**src/rtl/abd_pkg.sv**
```systemverilog
// Types, constants and lookup tables for the ADPCM byte-stream decoder.
// No dependencies; the front end, queue, back end and top level use it by scoped names.
`timescale 1ns / 1ps
`default_nettype none

package abd_pkg;

  localparam int unsigned QUEUE_DEPTH = 2;
  localparam int unsigned QUEUE_PTR_W = (QUEUE_DEPTH > 1) ? $clog2(QUEUE_DEPTH) : 1;
  localparam int unsigned QUEUE_CNT_W = $clog2(QUEUE_DEPTH + 1);

  localparam logic [1:0] CH_STEREO   = 2'd2;
  localparam logic [1:0] CFG_RESET   = 2'd1;

  localparam logic [6:0] STEP_MAX    = 7'd88;
  localparam logic [6:0] STEP_INIT   = 7'd44;
  localparam logic [6:0] STEP_JUMP   = 7'd8;

  localparam logic [15:0] SAMPLE_MAX = 16'h7FFF;
  localparam logic [15:0] SAMPLE_MIN = 16'h8000;

  localparam logic [6:0] CODE_REPEAT  = 7'h00;
  localparam logic [6:0] CODE_STEP_UP = 7'h01;

  typedef enum logic [2:0] {
    PH_SKIP,
    PH_SHIFT,
    PH_LO0,
    PH_HI0,
    PH_LO1,
    PH_HI1,
    PH_DECODE
  } phase_e;

  typedef enum logic [2:0] {
    OP_START,
    OP_INIT,
    OP_REPEAT,
    OP_STEP_UP,
    OP_STEP_DOWN,
    OP_DELTA
  } op_e;

  // One queued work item for the back end.
  typedef struct packed {
    op_e         op;
    logic        ch;
    logic [15:0] data;        // initial sample, or the code byte in [7:0]
    logic        shift_zero;  // shift of 16 or more: base term is zero
    logic [3:0]  shift;
  } op_t;

  localparam logic [14:0] STEP_TAB [89] = '{
    15'h0007, 15'h0008, 15'h0009, 15'h000A, 15'h000B, 15'h000C, 15'h000D, 15'h000E,
    15'h0010, 15'h0011, 15'h0013, 15'h0015, 15'h0017, 15'h0019, 15'h001C, 15'h001F,
    15'h0022, 15'h0025, 15'h0029, 15'h002D, 15'h0032, 15'h0037, 15'h003C, 15'h0042,
    15'h0049, 15'h0050, 15'h0058, 15'h0061, 15'h006B, 15'h0076, 15'h0082, 15'h008F,
    15'h009D, 15'h00AD, 15'h00BE, 15'h00D1, 15'h00E6, 15'h00FD, 15'h0117, 15'h0133,
    15'h0151, 15'h0173, 15'h0198, 15'h01C1, 15'h01EE, 15'h0220, 15'h0256, 15'h0292,
    15'h02D4, 15'h031C, 15'h036C, 15'h03C3, 15'h0424, 15'h048E, 15'h0502, 15'h0583,
    15'h0610, 15'h06AB, 15'h0756, 15'h0812, 15'h08E0, 15'h09C3, 15'h0ABD, 15'h0BD0,
    15'h0CFF, 15'h0E4C, 15'h0FBA, 15'h114C, 15'h1307, 15'h14EE, 15'h1706, 15'h1954,
    15'h1BDC, 15'h1EA5, 15'h21B6, 15'h2515, 15'h28CA, 15'h2CDF, 15'h315B, 15'h364B,
    15'h3BB9, 15'h41B2, 15'h4844, 15'h4F7E, 15'h5771, 15'h602F, 15'h69CE, 15'h7462,
    15'h7FFF
  };

  localparam logic signed [4:0] IDX_ADJ [32] = '{
    -5'sd1, 5'sd0, -5'sd1, 5'sd4, -5'sd1, 5'sd2, -5'sd1, 5'sd6,
    -5'sd1, 5'sd1, -5'sd1, 5'sd5, -5'sd1, 5'sd3, -5'sd1, 5'sd7,
    -5'sd1, 5'sd1, -5'sd1, 5'sd5, -5'sd1, 5'sd3, -5'sd1, 5'sd7,
    -5'sd1, 5'sd2, -5'sd1, 5'sd4, -5'sd1, 5'sd6, -5'sd1, 5'sd8
  };

  function automatic logic [14:0] step_lookup(logic [6:0] idx);
    logic [6:0] safe;
    safe = (idx > STEP_MAX) ? STEP_MAX : idx;
    return STEP_TAB[safe];
  endfunction

  function automatic logic signed [4:0] idx_adjust(logic [4:0] code);
    return IDX_ADJ[code];
  endfunction

endpackage

`default_nettype wire

```
**src/rtl/abd_stream_if.sv**
```systemverilog
// Valid/ready channel interfaces: compressed bytes in, PCM samples out.
// No dependencies.
`timescale 1ns / 1ps
`default_nettype none

interface abd_in_if;
  logic       valid;
  logic       ready;
  logic [7:0] in_byte;
  logic       stream_start;

  modport source (output valid, output in_byte, output stream_start, input ready);
  modport sink   (input valid, input in_byte, input stream_start, output ready);
endinterface

interface abd_out_if;
  logic               valid;
  logic               ready;
  logic signed [15:0] sample;
  logic               channel_id;

  modport source (output valid, output sample, output channel_id, input ready);
  modport sink   (input valid, input sample, input channel_id, output ready);
endinterface

`default_nettype wire

```
**src/rtl/abd_front.sv**
```systemverilog
// Front end: walks the block header, tracks the channel, classifies bytes
// into work items for the back end. Uses abd_pkg and abd_in_if.
`timescale 1ns / 1ps
`default_nettype none

module abd_front (
  input  wire logic         clk_i,
  input  wire logic         rst_ni,
  input  wire logic         stereo_i,
  abd_in_if.sink            in_i,
  input  wire logic         full_i,
  output abd_pkg::op_t      op_o,
  output logic              push_o
);

  abd_pkg::phase_e phase_q, phase_d;
  logic       shift_zero_q, shift_zero_d;
  logic [3:0] shift_q, shift_d;
  logic [7:0] low_q, low_d;
  logic       cur_q, cur_d;
  logic       acc;
  logic       dec_ch;
  logic [6:0] code;

  assign in_i.ready = !full_i;
  assign acc        = in_i.valid && in_i.ready;
  assign dec_ch     = stereo_i ? ~cur_q : cur_q;
  assign code       = in_i.in_byte[6:0];

  always_comb begin
    phase_d = phase_q;
    if (acc) begin
      if (in_i.stream_start) begin
        phase_d = abd_pkg::PH_SHIFT;
      end else begin
        case (phase_q)
          abd_pkg::PH_SKIP:   phase_d = abd_pkg::PH_SHIFT;
          abd_pkg::PH_SHIFT:  phase_d = abd_pkg::PH_LO0;
          abd_pkg::PH_LO0:    phase_d = abd_pkg::PH_HI0;
          abd_pkg::PH_HI0:    phase_d = stereo_i ? abd_pkg::PH_LO1 : abd_pkg::PH_DECODE;
          abd_pkg::PH_LO1:    phase_d = abd_pkg::PH_HI1;
          abd_pkg::PH_HI1:    phase_d = abd_pkg::PH_DECODE;
          abd_pkg::PH_DECODE: phase_d = abd_pkg::PH_DECODE;
          default:            phase_d = abd_pkg::PH_SKIP;
        endcase
      end
    end
  end

  always_comb begin
    push_o          = 1'b0;
    op_o.op         = abd_pkg::OP_DELTA;
    op_o.ch         = dec_ch;
    op_o.data       = {8'h00, in_i.in_byte};
    op_o.shift_zero = shift_zero_q;
    op_o.shift      = shift_q;
    shift_zero_d    = shift_zero_q;
    shift_d         = shift_q;
    low_d           = low_q;
    cur_d           = cur_q;
    if (acc) begin
      if (in_i.stream_start) begin
        push_o  = 1'b1;
        op_o.op = abd_pkg::OP_START;
        cur_d   = stereo_i;
      end else begin
        case (phase_q)
          abd_pkg::PH_SHIFT: begin
            shift_zero_d = |in_i.in_byte[7:4];
            shift_d      = in_i.in_byte[3:0];
          end
          abd_pkg::PH_LO0, abd_pkg::PH_LO1: begin
            low_d = in_i.in_byte;
          end
          abd_pkg::PH_HI0, abd_pkg::PH_HI1: begin
            push_o    = 1'b1;
            op_o.op   = abd_pkg::OP_INIT;
            op_o.ch   = (phase_q == abd_pkg::PH_HI1);
            op_o.data = {in_i.in_byte, low_q};
          end
          abd_pkg::PH_DECODE: begin
            push_o = 1'b1;
            cur_d  = dec_ch;
            if (in_i.in_byte[7]) begin
              if (code == abd_pkg::CODE_REPEAT) begin
                op_o.op = abd_pkg::OP_REPEAT;
              end else begin
                op_o.op = (code == abd_pkg::CODE_STEP_UP) ? abd_pkg::OP_STEP_UP
                                                          : abd_pkg::OP_STEP_DOWN;
                // stereo: a step control does not advance the channel
                cur_d   = cur_q;
              end
            end
          end
          default: begin
          end
        endcase
      end
    end
  end

  always_ff @(posedge clk_i or negedge rst_ni) begin
    if (!rst_ni) begin
      phase_q <= abd_pkg::PH_SKIP;
      cur_q   <= 1'b0;
    end else begin
      phase_q <= phase_d;
      cur_q   <= cur_d;
    end
  end

  // reset values for these do not matter: each is written before first use
  always_ff @(posedge clk_i) begin
    shift_zero_q <= shift_zero_d;
    shift_q      <= shift_d;
    low_q        <= low_d;
  end

endmodule

`default_nettype wire

```
**src/rtl/abd_op_queue.sv**
```systemverilog
// Short FIFO of work items between the front and back ends.
// Uses abd_pkg for the item type and depth.
`timescale 1ns / 1ps
`default_nettype none

module abd_op_queue (
  input  wire logic          clk_i,
  input  wire logic          rst_ni,
  input  wire logic          push_i,
  input  abd_pkg::op_t       push_op_i,
  output logic               full_o,
  output logic               head_valid_o,
  output abd_pkg::op_t       head_o,
  input  wire logic          pop_i
);

  localparam int unsigned PtrW = abd_pkg::QUEUE_PTR_W;
  localparam int unsigned CntW = abd_pkg::QUEUE_CNT_W;
  localparam logic [PtrW-1:0] PtrLast = PtrW'(abd_pkg::QUEUE_DEPTH - 1);

  abd_pkg::op_t    mem_q [abd_pkg::QUEUE_DEPTH];
  logic [PtrW-1:0] wr_ptr_q, wr_ptr_d;
  logic [PtrW-1:0] rd_ptr_q, rd_ptr_d;
  logic [CntW-1:0] cnt_q, cnt_d;

  assign full_o       = (cnt_q == CntW'(abd_pkg::QUEUE_DEPTH));
  assign head_valid_o = (cnt_q != '0);
  assign head_o       = mem_q[rd_ptr_q];

  always_comb begin
    wr_ptr_d = wr_ptr_q;
    rd_ptr_d = rd_ptr_q;
    cnt_d    = cnt_q;
    if (push_i) begin
      wr_ptr_d = (wr_ptr_q == PtrLast) ? '0 : wr_ptr_q + 1'b1;
    end
    if (pop_i) begin
      rd_ptr_d = (rd_ptr_q == PtrLast) ? '0 : rd_ptr_q + 1'b1;
    end
    if (push_i && !pop_i) begin
      cnt_d = cnt_q + 1'b1;
    end else if (pop_i && !push_i) begin
      cnt_d = cnt_q - 1'b1;
    end
  end

  always_ff @(posedge clk_i or negedge rst_ni) begin
    if (!rst_ni) begin
      wr_ptr_q <= '0;
      rd_ptr_q <= '0;
      cnt_q    <= '0;
    end else begin
      wr_ptr_q <= wr_ptr_d;
      rd_ptr_q <= rd_ptr_d;
      cnt_q    <= cnt_d;
    end
  end

  always_ff @(posedge clk_i) begin
    if (push_i) begin
      mem_q[wr_ptr_q] <= push_op_i;
    end
  end

endmodule

`default_nettype wire

```
**src/rtl/abd_back.sv**
```systemverilog
// Back end: holds step indexes and predictors, decodes one work item per
// cycle, unless the registered output stalls. Uses abd_pkg and abd_out_if.
`timescale 1ns / 1ps
`default_nettype none

module abd_back (
  input  wire logic          clk_i,
  input  wire logic          rst_ni,
  input  wire logic          head_valid_i,
  input  abd_pkg::op_t       head_i,
  output logic               pop_o,
  abd_out_if.source          out_o
);

  logic [6:0]         step_idx_q [2];
  logic [6:0]         step_idx_d [2];
  logic signed [15:0] pred_q [2];
  logic signed [15:0] pred_d [2];
  logic               out_valid_q, out_valid_d;
  logic signed [15:0] sample_q, sample_d;
  logic               chan_q, chan_d;

  logic               ch;
  logic [7:0]         b;
  logic [6:0]         idx;
  logic [14:0]        step;
  logic [14:0]        base;
  logic [16:0]        delta;
  logic signed [17:0] sum;
  logic signed [15:0] sat;
  logic signed [8:0]  idx_sum;
  logic [6:0]         idx_adapt;
  logic [6:0]         idx_up;
  logic [6:0]         idx_down;
  logic [6:0]         idx_dec;
  logic               emits;
  logic               emit;

  assign ch   = head_i.ch;
  assign b    = head_i.data[7:0];
  assign idx  = step_idx_q[ch];
  assign step = abd_pkg::step_lookup(idx);
  assign base = head_i.shift_zero ? '0 : (step >> head_i.shift);

  always_comb begin
    delta = {2'b00, base};
    for (int k = 0; k < 6; k++) begin
      if (b[k]) begin
        delta = delta + 17'(step >> k);
      end
    end
  end

  // 18 bits hold predictor +/- delta without wrap
  assign sum = b[6] ? ({{2{pred_q[ch][15]}}, pred_q[ch]} - $signed({1'b0, delta}))
                    : ({{2{pred_q[ch][15]}}, pred_q[ch]} + $signed({1'b0, delta}));
  assign sat = (sum[17:15] == {3{sum[17]}}) ? sum[15:0]
             : (sum[17] ? abd_pkg::SAMPLE_MIN : abd_pkg::SAMPLE_MAX);

  assign idx_sum   = $signed({2'b00, idx}) + 9'(abd_pkg::idx_adjust(b[4:0]));
  assign idx_adapt = idx_sum[8] ? '0
                   : ((idx_sum > $signed({2'b00, abd_pkg::STEP_MAX})) ? abd_pkg::STEP_MAX
                                                                       : idx_sum[6:0]);
  assign idx_up    = (idx > abd_pkg::STEP_MAX - abd_pkg::STEP_JUMP) ? abd_pkg::STEP_MAX
                                                                    : idx + abd_pkg::STEP_JUMP;
  assign idx_down  = (idx < abd_pkg::STEP_JUMP) ? '0 : idx - abd_pkg::STEP_JUMP;
  assign idx_dec   = (idx == '0) ? '0 : idx - 1'b1;

  assign emits = (head_i.op == abd_pkg::OP_INIT) || (head_i.op == abd_pkg::OP_REPEAT)
              || (head_i.op == abd_pkg::OP_DELTA);
  assign pop_o = head_valid_i && (!emits || !out_valid_q || out_o.ready);
  assign emit  = pop_o && emits;

  always_comb begin
    step_idx_d = step_idx_q;
    pred_d     = pred_q;
    sample_d   = sample_q;
    chan_d     = chan_q;
    if (pop_o) begin
      case (head_i.op)
        abd_pkg::OP_START: begin
          step_idx_d[0] = abd_pkg::STEP_INIT;
          step_idx_d[1] = abd_pkg::STEP_INIT;
          pred_d[0]     = '0;
          pred_d[1]     = '0;
        end
        abd_pkg::OP_INIT: begin
          pred_d[ch] = head_i.data;
          sample_d   = head_i.data;
          chan_d     = ch;
        end
        abd_pkg::OP_REPEAT: begin
          step_idx_d[ch] = idx_dec;
          sample_d       = pred_q[ch];
          chan_d         = ch;
        end
        abd_pkg::OP_STEP_UP: begin
          step_idx_d[ch] = idx_up;
        end
        abd_pkg::OP_STEP_DOWN: begin
          step_idx_d[ch] = idx_down;
        end
        abd_pkg::OP_DELTA: begin
          step_idx_d[ch] = idx_adapt;
          pred_d[ch]     = sat;
          sample_d       = sat;
          chan_d         = ch;
        end
        default: begin
        end
      endcase
    end
  end

  assign out_valid_d = emit ? 1'b1 : (out_o.ready ? 1'b0 : out_valid_q);

  always_ff @(posedge clk_i or negedge rst_ni) begin
    if (!rst_ni) begin
      step_idx_q[0] <= abd_pkg::STEP_INIT;
      step_idx_q[1] <= abd_pkg::STEP_INIT;
      pred_q[0]     <= '0;
      pred_q[1]     <= '0;
      out_valid_q   <= 1'b0;
    end else begin
      step_idx_q  <= step_idx_d;
      pred_q      <= pred_d;
      out_valid_q <= out_valid_d;
    end
  end

  always_ff @(posedge clk_i) begin
    sample_q <= sample_d;
    chan_q   <= chan_d;
  end

  assign out_o.valid      = out_valid_q;
  assign out_o.sample     = sample_q;
  assign out_o.channel_id = chan_q;

endmodule

`default_nettype wire

```
**src/rtl/adpcm_byte_stream_decoder.sv**
```systemverilog
// ADPCM byte-stream decoder, top level: front end, work queue, back end.
// A byte's sample goes via the work queue and the output register to out_o.
// Throughput: one byte per cycle, held by the back end's combinational
// step lookup, shift-add and clamp path; the queue absorbs stalls until full.
// Reset (async, active low): header parse restarts, mono, step indexes 44,
// predictors 0, queue and output empty; no clearing pass.
`timescale 1ns / 1ps
`default_nettype none

module adpcm_byte_stream_decoder (
  input  wire logic       clk_i,
  input  wire logic       rst_ni,
  input  wire logic       cfg_we_i,
  input  wire logic [1:0] cfg_wdata_i,
  abd_in_if.sink          in_i,
  abd_out_if.source       out_o
);

  logic [1:0]   channels_q;
  logic         stereo;
  logic         push;
  logic         full;
  logic         head_valid;
  logic         pop;
  abd_pkg::op_t push_op;
  abd_pkg::op_t head_op;

  always_ff @(posedge clk_i or negedge rst_ni) begin
    if (!rst_ni) begin
      channels_q <= abd_pkg::CFG_RESET;
    end else if (cfg_we_i) begin
      channels_q <= cfg_wdata_i;
    end
  end

  assign stereo = (channels_q == abd_pkg::CH_STEREO);

  abd_front u_front (
    .clk_i    (clk_i),
    .rst_ni   (rst_ni),
    .stereo_i (stereo),
    .in_i     (in_i),
    .full_i   (full),
    .op_o     (push_op),
    .push_o   (push)
  );

  abd_op_queue u_queue (
    .clk_i        (clk_i),
    .rst_ni       (rst_ni),
    .push_i       (push),
    .push_op_i    (push_op),
    .full_o       (full),
    .head_valid_o (head_valid),
    .head_o       (head_op),
    .pop_i        (pop)
  );

  abd_back u_back (
    .clk_i        (clk_i),
    .rst_ni       (rst_ni),
    .head_valid_i (head_valid),
    .head_i       (head_op),
    .pop_o        (pop),
    .out_o        (out_o)
  );

endmodule

`default_nettype wire

```
**src/flat_wrapper.sv**
```systemverilog
// flat-port wrapper written by rule: the top's interface ports become plain ports
module adpcm_byte_stream_decoder_flat 
  (clk_i, rst_ni, cfg_we_i, cfg_wdata_i, in_i_valid, in_i_in_byte, in_i_stream_start, in_i_ready, out_o_valid, out_o_sample, out_o_channel_id, out_o_ready);
  abd_in_if in_i_i ();
  abd_out_if out_o_i ();
  input  wire logic clk_i;
  input  wire logic rst_ni;
  input  wire logic cfg_we_i;
  input  wire logic [1:0] cfg_wdata_i;
  input wire logic [$bits(in_i_i.valid)-1:0] in_i_valid;
  input wire logic [$bits(in_i_i.in_byte)-1:0] in_i_in_byte;
  input wire logic [$bits(in_i_i.stream_start)-1:0] in_i_stream_start;
  output wire logic [$bits(in_i_i.ready)-1:0] in_i_ready;
  output wire logic [$bits(out_o_i.valid)-1:0] out_o_valid;
  output wire logic [$bits(out_o_i.sample)-1:0] out_o_sample;
  output wire logic [$bits(out_o_i.channel_id)-1:0] out_o_channel_id;
  input wire logic [$bits(out_o_i.ready)-1:0] out_o_ready;
  assign in_i_i.valid = in_i_valid;
  assign in_i_i.in_byte = in_i_in_byte;
  assign in_i_i.stream_start = in_i_stream_start;
  assign in_i_ready = in_i_i.ready;
  assign out_o_valid = out_o_i.valid;
  assign out_o_sample = out_o_i.sample;
  assign out_o_channel_id = out_o_i.channel_id;
  assign out_o_i.ready = out_o_ready;
  adpcm_byte_stream_decoder u_core (.clk_i(clk_i), .rst_ni(rst_ni), .cfg_we_i(cfg_we_i), .cfg_wdata_i(cfg_wdata_i), .in_i(in_i_i), .out_o(out_o_i));
endmodule
```
**config.mk**
```make
export PLATFORM = sky130hd
export DESIGN_NAME = adpcm_byte_stream_decoder_flat
export DESIGN_NICKNAME = d
export VERILOG_FILES = /design/src/rtl/abd_pkg.sv /design/src/rtl/abd_stream_if.sv /design/src/rtl/abd_front.sv /design/src/rtl/abd_op_queue.sv /design/src/rtl/abd_back.sv /design/src/rtl/adpcm_byte_stream_decoder.sv /design/src/flat_wrapper.sv
export SDC_FILE = /design/constraint.sdc
export NUM_CORES = 1
export LEC_CHECK = 0
export ABC_AREA = 1
export CAP_MARGIN = 10
export CORE_ASPECT_RATIO = 0.75
export CORE_MARGIN = 2
export CORE_UTILIZATION = 40
export CTS_CLUSTER_DIAMETER = 50
export CTS_CLUSTER_SIZE = 40
export DETAILED_ROUTE_END_ITERATION = 16
export DONT_BUFFER_PORTS = 1
export SLEW_MARGIN = 40
export SYNTH_ARGS = -nofsm -noshare
export SYNTH_HDL_FRONTEND = slang
export SYNTH_SLANG_ARGS = --single-unit
```
**constraint.sdc**
```tcl
create_clock -name clk_i -period 16.2 [get_ports clk_i]
set_clock_uncertainty 0.1 [all_clocks]
set_input_delay 1.62 -clock clk_i [delete_from_list [all_inputs] [get_ports clk_i]]
set_output_delay 1.62 -clock clk_i [all_outputs]
set_load 0.03 [all_outputs]
```
* Word-level counts from Yosys, hierarchy flattened
Memory sizes are Yosys's and may differ from the RTL's.
Cells that the tools add are included.
** Storage, ports and cells
- Memory bits (writable) :: 50
- Flip-flop bits (word level) :: 87
- Memories :: 3
- Bits of input ports :: 16
- ROM bits :: 2080
- Output and inout bits :: 19
** Operators by class
- $add $sub $neg :: 16
- Bitwise gates (word level) :: 5
- Shift operators :: 1
- Equality and inequality tests :: 16
- Reduce and logical (&&, ||, !) cells :: 39
- $lt $le $gt $ge :: 8
- Mux-type cells :: 66
** Memory list
- (no name shown) :: depth 128, bits a word 15, read ports 1, clocked after memory_dff 0, wr ports 0, line abd_pkg.sv:78 : return STEP_TAB[safe];
- (no name shown) :: depth 32, bits a word 5, read ports 1, clocked after memory_dff 0, wr ports 0, line abd_pkg.sv:82 : return IDX_ADJ[code];
- u_core.u_queue.mem_q :: depth 2, bits a word 25, read ports 1, clocked after memory_dff 0, wr ports 1, line abd_op_queue.sv:21 : abd_pkg::op_t mem_q [abd_pkg::QUEUE_DEPTH];
** Operators by type and width (number)
- $mux 17 :: 7
- $mux 16 :: 7
- $pmux 32 s3 :: 1
- $mux 7 :: 10
- $pmux 14 s5 :: 1
- $bwmux 32 :: 2
- $bwmux 14 :: 4
- $pmux 16 s3 :: 1
- $mux 15 :: 3
- $mux 20 :: 1
- $add 18x17->18 :: 1
- $mux 18 :: 1
- $pmux 3 s6 :: 1
- $sub 18x17->18 :: 1
- $add 17x10->17 :: 1
- $add 17x11->17 :: 1
- $add 17x12->17 :: 1
- $add 17x13->17 :: 1
- $add 17x14->17 :: 1
- $add 15x15->16 :: 1
- $demux 16 s1 :: 1
- $eq 3x3->1 const B :: 5
- $mux 3 :: 5
- $shr 15x4->15 :: 1
- other kinds (42) :: 92

* Depth between registers and ports, before layout
Gate-level depths: netlist (run 1).
An unclocked memory read counts as a cell.
- Depth in word-level cells :: 31
- Gate-level depth with buffers :: 109

* Hierarchy
Synthesis (run 1) repeated with hierarchy kept, for this count alone.
** Second synthesis, totals
- Cell total of the unflattened synthesis :: 2528
- Area, all modules :: 16579.7 µm²
** Modules (own cells, without submodules)
- abd_back :: area each 13407.9 µm², cells an instance 2300, seq. area each 1694.1 µm², times used 1
- abd_op_queue :: area each 2112.0 µm², cells an instance 103, seq. area each 1601.5 µm², times used 1
- abd_front :: area each 974.7 µm², cells an instance 114, seq. area each 490.5 µm², times used 1
- adpcm_byte_stream_decoder :: area each 85.1 µm², cells an instance 11, seq. area each 51.3 µm², times used 1

* Worst setup path before layout (run 1)
Ideal clock, no wire load.
- Path type :: flip-flop to flip-flop
- From :: register u_core.u_queue.rd_ptr_q
- To :: register u_core.u_back.pred_q[30] (netlist bit)
- Stages on the path, launching flop included :: 93
- Setup time :: 0.077 ns
- Path slack :: 3.660 ns
- Path buffers :: 4
- Data arrival time :: 12.363 ns
- Cell sequence :: dfrtp_1 buf_6 inv_6 nand2_8 nand2_8 buf_2 nand2_1 o21ai_2 inv_1 ha_1 ha_1 inv_1 nand2_1 nand3_4 nand2_8 buf_4 nand2_1 inv_1 [... 57 more ...] ha_1 inv_1 o21bai_1 a21oi_1 o21bai_1 a21oi_1 o21ai_0 a21oi_1 nor2_1 nor2_1 xor2_1 or2_2 a21oi_4 buf_6 nand2_1 nand2_1 nand2_1 o21ai_1
** Between the ends
- Longest elaborated chain between the ends :: 31
** Ends and longest elaborated chain
- start, declared :: line abd_op_queue.sv:23 : logic [PtrW-1:0] rd_ptr_q, rd_ptr_d;
- start signal, assigned :: line abd_op_queue.sv:54 : rd_ptr_q <= rd_ptr_d;
- $mem_v2 2x25 *
- $not 1->2 (implied by the code)
- $mux 7 (implied by the code) (3 in a row) :: line abd_back.sv:41 : assign idx = step_idx_q[ch];
- $gt 7x7->1 :: line abd_pkg.sv:77 : safe = (idx > STEP_MAX) ? STEP_MAX : idx;
- $mux 7 :: line abd_pkg.sv:77
- $not 7->8 (implied by the code) :: line abd_pkg.sv:78
- $mem_v2 128x15
- $mux 15 (implied by the code) (2 in a row) :: line abd_pkg.sv:78
- [... 12 more ...]
- $add 17x10->17 :: line abd_back.sv:49 : delta = delta + 17'(step >> k);
- $mux 17 :: line abd_back.sv:48 : if (b[k]) begin
- $add 18x17->18 or $sub 18x17->18 (tied branches) :: line abd_back.sv:56, abd_back.sv:55
- $mux 18 :: line abd_back.sv:55 : assign sum = b[6] ? ({{2{pred_q[ch][15]}}, pred_q[ch]} - $signed({1'b0, delta}))
- $eq 2x2->1 or $mux 16 (tied branches) :: line abd_back.sv:57, abd_back.sv:58
- $mux 16 :: line abd_back.sv:57 : assign sat = (sum[17:15] == {3{sum[17]}}) ? sum[15:0]
- $bwmux 32 :: line abd_back.sv:105 : pred_d[ch] = sat;
- $pmux 32 s3 :: line abd_back.sv:80 : case (head_i.op)
- end signal, assigned :: line abd_back.sv:126 : pred_q <= pred_d;
- end, declared :: line abd_back.sv:17 : logic signed [15:0] pred_q [2];
Mark *: on every way between the ends. The rest lies on a longest branch, timed or not. The select of a mux whose other input is x is not followed.
A chain may end at the register's enable or synchronous reset.

* Worst setup path in the final report (run 1)
- From :: register u_core.u_queue.rd_ptr_q
- To :: register u_core.u_back.pred_q[25] (netlist bit)
The elaborated chain is that of the path after synthesis.

==> results of run 1 <==
==> layout by cell type, fill, tap and decap left out, types with 4 or more instances in the layout <==
cell / synthesis / routed
fa_1: 8 / 8
nand2_4: 10 / 9
nand2_8: 3 / 4
xor2_1: 46 / 46
dfrtp_1: 50 / 50
clkinv_1: 5 / 5
a32o_1: 6 / 6
o21ai_1: 18 / 22
o31ai_1: 4 / 4
nand2_2: 34 / 36
inv_1: 266 / 266
edfxtp_1: 80 / 80
o21bai_1: 14 / 14
nand2_1: 791 / 789
nand4_1: 33 / 33
a21o_1: 5 / 5
a21boi_0: 11 / 11
and2_1: 9 / 9
a31oi_1: 10 / 10
nor2_4: 6 / 6
a21oi_1: 147 / 145
nor2_2: 13 / 17
o21ai_2: 9 / 10
nor3_1: 21 / 20
o21ai_0: 150 / 143
dfstp_2: 7 / 7
ha_1: 116 / 116
a32oi_1: 5 / 5
inv_2: 15 / 15
nor2_1: 153 / 149
xnor2_1: 23 / 23
nand3_1: 254 / 254
clkbuf_16: 0 / 19
buf_4: 4 / 27
nand3_2: 29 / 29
o211ai_1: 15 / 15
or2_2: 33 / 33
o21a_1: 4 / 4
nand3b_1: 7 / 7
==> state kept, by name, summed over array words and instances, names as in the netlist <==
signal                          flops
u_core.u_queue.cnt_q                2
u_core.u_front.cur_q                1
u_core.u_queue.wr_ptr_q             1
u_core.channels_q                   2
u_core.u_back.out_o.valid           1
u_core.u_front.phase_q              3
u_core.u_back.out_o.sample         16
u_core.u_back.step_idx_q           14
u_core.u_front.low_q                8
u_core.u_front.shift_zero_q         1
u_core.u_front.shift_q              4
u_core.u_back.out_o.channel_id      1
u_core.u_queue.rd_ptr_q             1
u_core.u_back.pred_q               32
u_core.u_queue.mem_q               50
==> stage by stage <==
| step | instance area, sq um | utilization | worst slack [ps] | hold slack, ps | std cells |
|---|---|---|---|---|---|
| after floorplan | 16300 | - | 3660 | 321 | 2521 |
| after global placement | 16800 | 0.415 | 1050 | 324 | 2995 |
| after detailed placement | 16800 | 0.415 | 966 | 332 | 2995 |
| after CTS | 17400 | 0.430 | 886 | 342 | 3027 |
| after global routing | 17500 | 0.432 | 54.2 | 360 | 3029 |
| final | 17500 | 0.432 | 1500 | 342 | 3029 |
==> critical path, delay by kind of cell, from the launching register on <==
family          cells  cell delay (ps)
buf+inv            14             1510
flops               1              540
simple gates       42             5120
fa+ha+maj          11             3160
xor+xnor            5              740
compound gates     21             3400
==> final cells by class <==
class | count | area [sq um] | area share
Clock buffer | 24 | 524 | 0.0300
Clock inverter | 8 | 81.3 | 0.00465
Inverter | 287 | 1080 | 0.0619
Multi-Input combinational cell | 2016 | 11100 | 0.633
Sequential cell | 137 | 3840 | 0.219
Tap cell | 528 | 661 | 0.0378
Timing Repair Buffer | 29 | 243 | 0.0139
==> layer usage <==
metal	wire [um]	up-vias	track usage
met5	0	-	0
met4	555	0	0.0443
met3	3840	46	0.0370
met2	20900	557	0.361
met1	25100	7715	0.362
li1	-	8293	-
==> final timing paths <==
path / start / to / cells past startpoint
setup / recovery: u_core.u_queue.rd_ptr_q / u_core.u_back.pred_q[25] / 93
hold reg to reg: u_core.u_front.shift_q[1] / u_core.u_queue.mem_q[0][1] / 0
min in group asynchronous: rst_ni / u_core.u_back.pred_q[11] / 0
hold / removal: u_core.u_front.shift_q[1] / u_core.u_queue.mem_q[0][1] / 0
max in group asynchronous: rst_ni / u_core.u_back.step_idx_q[2] / 0
setup reg to reg: u_core.u_queue.rd_ptr_q / u_core.u_back.pred_q[25] / 93
==> cells by family after synthesis <==
| logic type | count (synthesis) | synth area share |
|---|---|---|
| and+or+nand+nor | 1401 | 0.388 |
| DFF | 137 | 0.235 |
| AOI/OAI and AO/OA | 419 | 0.148 |
| xor gates and xnor gates | 70 | 0.0380 |
| adders and majority gates | 124 | 0.0987 |
| muxes | 2 | 0.00130 |
| buffers and inverters | 368 | 0.0917 |
==> timing repair <==
item / CTS / global route
buffers inserted: 0 / 2
setup endpoints to repair: 0 / 48
gates resized for setup: 0 / 5
==> impl_metrics.tcl, run 1 <==
set metrics [dict create \
    grt_pass1_vias 15400 \
    synth_area_leaders "nand2_1, edfxtp_1, ha_1" \
    slew-limit-headroom 0.419 \
    synth_edf_count 80 \
    clock_latency_ps 420 \
    cp.arrival_ps 14940 \
    area.growth.synth_to_final_pct 7.12 \
    gp_congestion 0.944 \
    n_antenna_cell 0 \
    ys_seq_area_frac 0.235 \
    cp_common_cell "nand2_1" \
    crit_path_start_kind "register" \
    synth.net_count 2661 \
    syn_area_sq_um 16300 \
    io_pins 35 \
    vias 16600 \
    yosysMostFrequentCell "nand2_1" \
    hpwlAfterDp_um 38700 \
    r2r_slack_ps 1500 \
    initial_core_util 0.403 \
    dieArea_sq_um 42500 \
    hold_viol 0 \
    netlist.area_leader.share 0.182 \
    final_nets 2628 \
    grt.total_usage 0.240 \
    route.detailed.drc 0 \
    hp-class "reg -> reg" \
    outcome "finished clean" \
    synth_flop_cell "edfxtp_1" \
    cts_sinks 137 \
    final.min_clock_period_ps 14700 \
    cts_hold_buf 0 \
    drt_iter0_drc 1677 \
    antenna_found_initial 0 \
    crit_slowest_cell "dfrtp_1" \
    drv_cap 0 \
    critPathKind "reg -> reg" \
    tritoncts "done" \
    rows 64 \
    htree_num_levels 4 \
    viasPerCell 5.48 \
    synth_cell_types 64 \
    nFillCells 4306 \
    ant_nets 0 \
    path_clk_slew_ps 60 \
    first_pass_iters 6 \
    grt.overflow.total 0 \
    grt_max_degree 85 \
    critPathMaxFanout 37 \
    cp.required_ps 16440 \
    rsz0062_at_grt "false" \
    die_height_um 179 \
    layout-drive-gt1-share 0.0964 \
    critPathCaptureType "register" \
    syn_inst 2521 \
    yosysWarnings 0 \
    clockBufferDepth 2 \
    fin_crit_sh 0.907 \
    numCtsBuffers 17 \
    die_x_um 237 \
    slew_viol_final 0 \
    yosys.area.top_type "nand2_1" \
    root_buffer "clkbuf_16" \
    wl_per_cell_um 16.6 \
    crit_path_max_incr_delay_ps 540 \
    max_freq_mhz 68.0 \
    synth_seq_cells 137 \
    syn_area_per_cell_sq_um 6.48 \
    tns_ps 0 \
    async_flop_share 0.416 \
    grt_first_pass_wirelength_um 82100 \
    io_buffers 0 \
    worstMarginPinSlew_ps 871 \
    totalWireLength_um 50400 \
    synth_common_cells "nand2_1, inv_1, nand3_1" \
    setup_viol 0 \
    core_sq_um 40500 \
]
Power of run 1 is not shown: default switching activity piles up to over one toggle a cycle in this logic, so the estimate is an artifact.
==> inputs of run 2 (changes only) <==
==> constraint.sdc (replaced) <==
create_clock -name clk_i -period 18.7 [get_ports clk_i]
set_clock_uncertainty 0.1 [all_clocks]
set_input_delay 0.935 -clock clk_i [delete_from_list [all_inputs] [get_ports clk_i]]
set_output_delay 0.935 -clock clk_i [all_outputs]
set_load 0.03 [all_outputs]
==> run 2 against run 1 <==
Compared with the run above:
- sequential cell count did not move
- setup slack improved by 1300 ps
- final cell count fell by 0.26%
- final area fell by 0.71%
- maximum frequency fell by 7.4%
- largest cell class unchanged
- global-route usage rose by 0.27 points
==> impl_metrics.tcl, run 2 (synthesis gave the netlist of run 1 again) <==
set metrics [dict create \
    initial_core_util 0.403 \
    n_antenna_cell 0 \
    ant_nets 0 \
    cp.required_ps 18940 \
    cp_common_cell "nand2_1" \
    grt_first_pass_wirelength_um 83400 \
    route.detailed.drc 0 \
    slew_viol_final 0 \
    fin_crit_sh 0.849 \
    critPathMaxFanout 118 \
    vias 16500 \
    grt.total_usage 0.243 \
    max_freq_mhz 63.0 \
    slew-limit-headroom 0.398 \
    cts_setup_buffers 0 \
    top_register "u_core.u_queue.mem_q" \
    largest_reg_flops 50 \
    root_buffer "clkbuf_16" \
    tritoncts "done" \
    wl_per_cell_um 16.8 \
    worstMarginPinSlew_ps 894 \
    first_pass_iters 8 \
    final_cell_mix "nand2_1, inv_1, nand3_1, nor2_1, a21oi_1" \
    totalWireLength_um 50800 \
    gp_congestion 0.937 \
    die_height_um 179 \
    final.min_clock_period_ps 15870 \
    core_sq_um 40500 \
    crit_path_start_kind "register" \
    path_clk_slew_ps 60 \
    hold_viol 0 \
    hp-class "in -> async" \
    final_nets 2620 \
    grt_max_degree 119 \
    antenna_found_initial 0 \
    die_x_um 237 \
    io_buffers 0 \
    htree_num_levels 4 \
    numCtsBuffers 17 \
    drv_cap 0 \
    setup_viol 0 \
    critPathKind "reg -> reg" \
    cts_sinks 137 \
    cts_hold_buf 0 \
    crit_path_max_incr_delay_ps 650 \
    nFillCells 4222 \
    crit_slowest_cell "o21ai_2" \
    critPathCaptureType "register" \
    outcome "finished clean" \
    final_common_cell "nand2_1" \
    area.growth.synth_to_final_pct 6.36 \
    drt_iter0_drc 1639 \
    tns_ps 0 \
    grt_pass1_vias 15800 \
    hpwlAfterDp_um 38600 \
    io_pins 35 \
    clockBufferDepth 2 \
    clock_latency_ps 420 \
    viasPerCell 5.47 \
    layout-drive-gt1-share 0.0915 \
    rsz0062_at_grt "false" \
    grt.overflow.total 0 \
    ctsResizeCount 0 \
    cp.arrival_ps 16120 \
    dieArea_sq_um 42500 \
    rows 64 \
]
run 2: cell types whose count changed in the layout (fill, tap and decap cells not counted), sizes merged:
cell | previous run | this run
buf | 29 | 21
clkbuf | 24 | 26
clkinv | 9 | 7
inv | 283 | 281
bufinv | 1 | 2
clkinvlp | 2 | 3
run 2: stage by stage:
step | cell area, sq um | utilization | worst slack (ps) | instances | hold slack (ps)
5_1_grt | 17400 | 0.429 | 1400 | 3021 | 86.6
3_3_place_gp | 16800 | 0.413 | 3090 | 2989 | 323
2_1_floorplan | 16300 | - | 6160 | 2521 | 321
3_5_place_dp | 16800 | 0.414 | 3090 | 2989 | 331
6_report | 17400 | 0.429 | 2830 | 3021 | 101
4_1_cts | 17400 | 0.429 | 3030 | 3021 | 93.6
run 2: cell type report:
type,count,area [sq um],share of cell area
repair buffers,21,158,0.00908
clock inverters,6,91.3,0.00526
well taps,528,661,0.0380
multi-input cells,2016,11100,0.636
flip-flops and latches,137,3840,0.221
inverters,287,1080,0.0623
clock buffers,26,489,0.0282
run 2: critical path, delay by kind of cell, from the launching register on:
family	cells	cell delay [ps]
AO/OA/AOI/OAI	19	4200
XOR/XNOR	5	710
adder cells (fa/ha/maj)	11	3420
buffers and inverters	11	1270
flip-flops	1	320
AND/OR/NAND/NOR	41	5700
run 2: path summary, 6_finish.rpt:
| kind | from | endpoint | slack, ps | cells past startpoint |
|---|---|---|---|---|
| max | u_core.u_queue.rd_ptr_q | u_core.u_back.pred_q[16] | 2830 | 87 |
| min | rst_ni | u_core.u_back.pred_q[24] | 100 | 0 |
| max reg2reg | u_core.u_queue.rd_ptr_q | u_core.u_back.pred_q[16] | 2830 | 87 |
| min reg2reg | u_core.u_front.shift_q[1] | u_core.u_queue.mem_q[1][1] | 340 | 0 |
| max in group asynchronous | rst_ni | u_core.u_back.step_idx_q[9] | 18200 | 0 |
| min in group clk_i | u_core.u_front.shift_q[1] | u_core.u_queue.mem_q[1][1] | 340 | 0 |
run 2: routing by layer:
| metal | vias up | GRT usage | routed length, um |
|---|---|---|---|
| li1 | 8244 | - | - |
| met1 | 7668 | 0.356 | 25200 |
| met2 | 558 | 0.377 | 21600 |
| met3 | 43 | 0.0394 | 3560 |
| met4 | 0 | 0.0440 | 467 |
| met5 | - | 0 | 0 |
Power of run 2 is left out for the same reason.
==> inputs of run 3 (changes only) <==
ABC_AREA = 0   (was 1)
clock period = 13.5 ns   (was 18.7 ns; I/O delays follow)
==> run 3 against run 2 <==
Compared with the run above:
- the run now ends with negative hold slack, negative setup slack left
- wire length increased by 47%
- final cell count rose by 11%
- global-route usage is 7.9 points higher
- synthesized area rose by 5.6%
- first-iteration DRC count up 39%
- register-to-register slack lost 4600 ps
- critical path depth shrank 9
- die area rose by 5.5%
- hold slack got worse by 100 ps
- sequential cell count is the same
- maximum frequency is 4.1% higher
- critical endpoint is now u_core.u_back.out_o.sample[1]
==> impl_metrics.tcl, run 3 <==
set metrics [dict create \
    dp_cells 3261 \
    totalWireLength_um 74900 \
    slew_viol_final 0 \
    netlist.area_leader.share 0.139 \
    top_register "u_core.u_queue.mem_q" \
    seq_area_sq_um 3840 \
    grt_max_degree 53 \
    core_sq_um 42300 \
    syn_inst 2206 \
    syn_area_sq_um 17200 \
    fin_crit_sh 1.13 \
    rsz0062_at_grt "true" \
    hpwlAfterDp_um 56000 \
    largest_reg_flops 50 \
    crit_path_start_kind "register" \
    wl_per_cell_um 22.2 \
    path_clk_slew_ps 60 \
    layout-drive-gt1-share 0.368 \
    outcome "complete, but fails checks" \
    numCtsBuffers 17 \
    first_pass_iters 5 \
    rows 65 \
    initial_core_util 0.408 \
    cts_sinks 137 \
    reg2regPathDepth 78 \
    drt_iter0_drc 2272 \
    grt.total_usage 0.322 \
    synth_common_cells "nand2_1, nor2_1, a21oi_1" \
    cp.required_ps 13570 \
    postPlaceCellArea_sq_um 22600 \
    yosysWarnings 0 \
    viasPerCell 6.16 \
    dieArea_sq_um 44800 \
    synth_edf_count 80 \
    final_nets 2925 \
    synth_seq_cells 137 \
    grt.overflow.total 0 \
    yosys.area.top_type "edfxtp_1" \
    slew-limit-headroom 0.440 \
    nFillCells 3762 \
    setup_viol 48 \
    multi_input_area_sq_um 14200 \
    grt_first_pass_wirelength_um 113000 \
    final.min_clock_period_ps 15240 \
    crit_slowest_cell "or4_1" \
    gp_congestion 1.03 \
    area.growth.synth_to_final_pct 44.6 \
    yosysMostFrequentCell "nand2_1" \
    finalInstanceArea_sq_um 24900 \
    final_cell_mix "buf_4, nand2_1, nor2_1, a21oi_1, o21ai_0" \
    synth_area_leaders "edfxtp_1, ha_1, dfrtp_1" \
    clockBufferDepth 2 \
    hold_viol 0 \
    synth.net_count 2346 \
    htree_num_levels 4 \
    io_pins 35 \
    max_freq_mhz 65.6 \
    synth_cell_types 99 \
    critPathKind "reg -> reg" \
    clock_latency_ps 430 \
    grt_pass1_vias 19500 \
    route.detailed.drc 0 \
    die_height_um 184 \
    hold_ws_ps -0.000777 \
    rr_endpoint "u_core.u_back.out_o.sample[1]" \
    crit_path_max_incr_delay_ps 530 \
    stdcell_count 3368 \
    critPathMaxFanout 7 \
    die_x_um 244 \
    synth_flop_cell "edfxtp_1" \
    vias 20700 \
    cp.arrival_ps 15320 \
    ant_nets 0 \
    critPathCaptureType "register" \
    cp_top_family "compound AO/OA/AOI/OAI gates" \
    violations "negative hold slack, negative setup slack" \
    worstMarginPinSlew_ps 817 \
    async_flop_share 0.416 \
    io_buffers 0 \
    r2r_slack_ps -1740 \
    root_buffer "clkbuf_16" \
    final_common_cell "buf_4" \
    antenna_found_initial 0 \
    fin_ws_ps -1740 \
    tritoncts "done" \
    ys_seq_area_frac 0.223 \
    hp-class "in -> async" \
    path_buf_inv 12 \
    r2r_start "u_core.u_queue.rd_ptr_q" \
    syn_area_per_cell_sq_um 7.82 \
    drv_cap 0 \
]
==> run 3: cell types whose count changed in the layout (fill, tap and decap cells not counted), sizes merged, moves of 45 or more <==
cell   change
buf      +657
nand2    -590
nand3    -225
inv      -208
xnor2     +47
mux2      +45
mux2i     +45
==> run 3: area by class of cell <==
type / instances / share of cell area
inverter: 71 / 0.0118
clock inverter: 12 / 0.00557
clock buffer: 20 / 0.0184
antenna: 1 / 0.000100
sequential: 137 / 0.154
timing repair buffer: 679 / 0.212
multi-input combinational: 1879 / 0.570
tap: 569 / 0.0286
==> run 3: per-layer routing <==
metal,track usage,wire (um)
met5,0,0
met4,0.0656,1640
met3,0.0687,7770
met2,0.479,31000
met1,0.475,34500
==> run 3: what timing repair did <==
| action | 4_1_cts | 5_1_grt |
|---|---|---|
| buffers inserted | 46 | 27 |
| endpoints found under the setup margin | 48 | 48 |
| pin swaps | 65 | 90 |
| cloned | 1 | 0 |
| hold endpoints to repair | 51 | 0 |
| resized for setup | 120 | 100 |
| hold buffers | 2 | 0 |
==> run 3: through the flow <==
stage	TNS [ps]	hold WS, ps	utilization	worst slack, ps
6_report	-78810	-0.000777	0.589	-1740
3_3_place_gp	-99670	281	0.535	-2170
4_1_cts	-62670	11.9	0.572	-1410
5_1_grt	-108690	16.1	0.589	-2350
2_1_floorplan	-41910	279	-	-1020
3_5_place_dp	-112680	281	0.535	-2490
==> run 3: worst max-delay path by stage <==
stage / start / to / slack (ps) / cells past startpoint
floorplan: u_core.u_queue.rd_ptr_q / u_core.u_back.out_o.sample[0] / -1020 / 81
global placement: u_core.u_queue.rd_ptr_q / u_core.u_back.pred_q[18] / -2170 / 84
detailed placement: u_core.u_queue.rd_ptr_q / u_core.u_back.pred_q[18] / -2490 / 84
CTS: u_core.u_queue.rd_ptr_q / u_core.u_back.pred_q[18] / -1410 / 82
global route: u_core.u_queue.rd_ptr_q / u_core.u_back.out_o.sample[1] / -2350 / 83
finish: u_core.u_queue.rd_ptr_q / u_core.u_back.out_o.sample[1] / -1740 / 78
==> run 3: cell families after synthesis <==
family                   Yosys count  synth area share
multiplexers                      92            0.0579
buffers and inverters            191            0.0438
AO/OA/AOI/OAI                    790             0.319
AND/OR/NAND/NOR                  758             0.204
XOR/XNOR                         113            0.0590
flip-flops                       137             0.223
adder cells (fa/ha/maj)          125            0.0940
Power of run 3 is left out for the same reason.
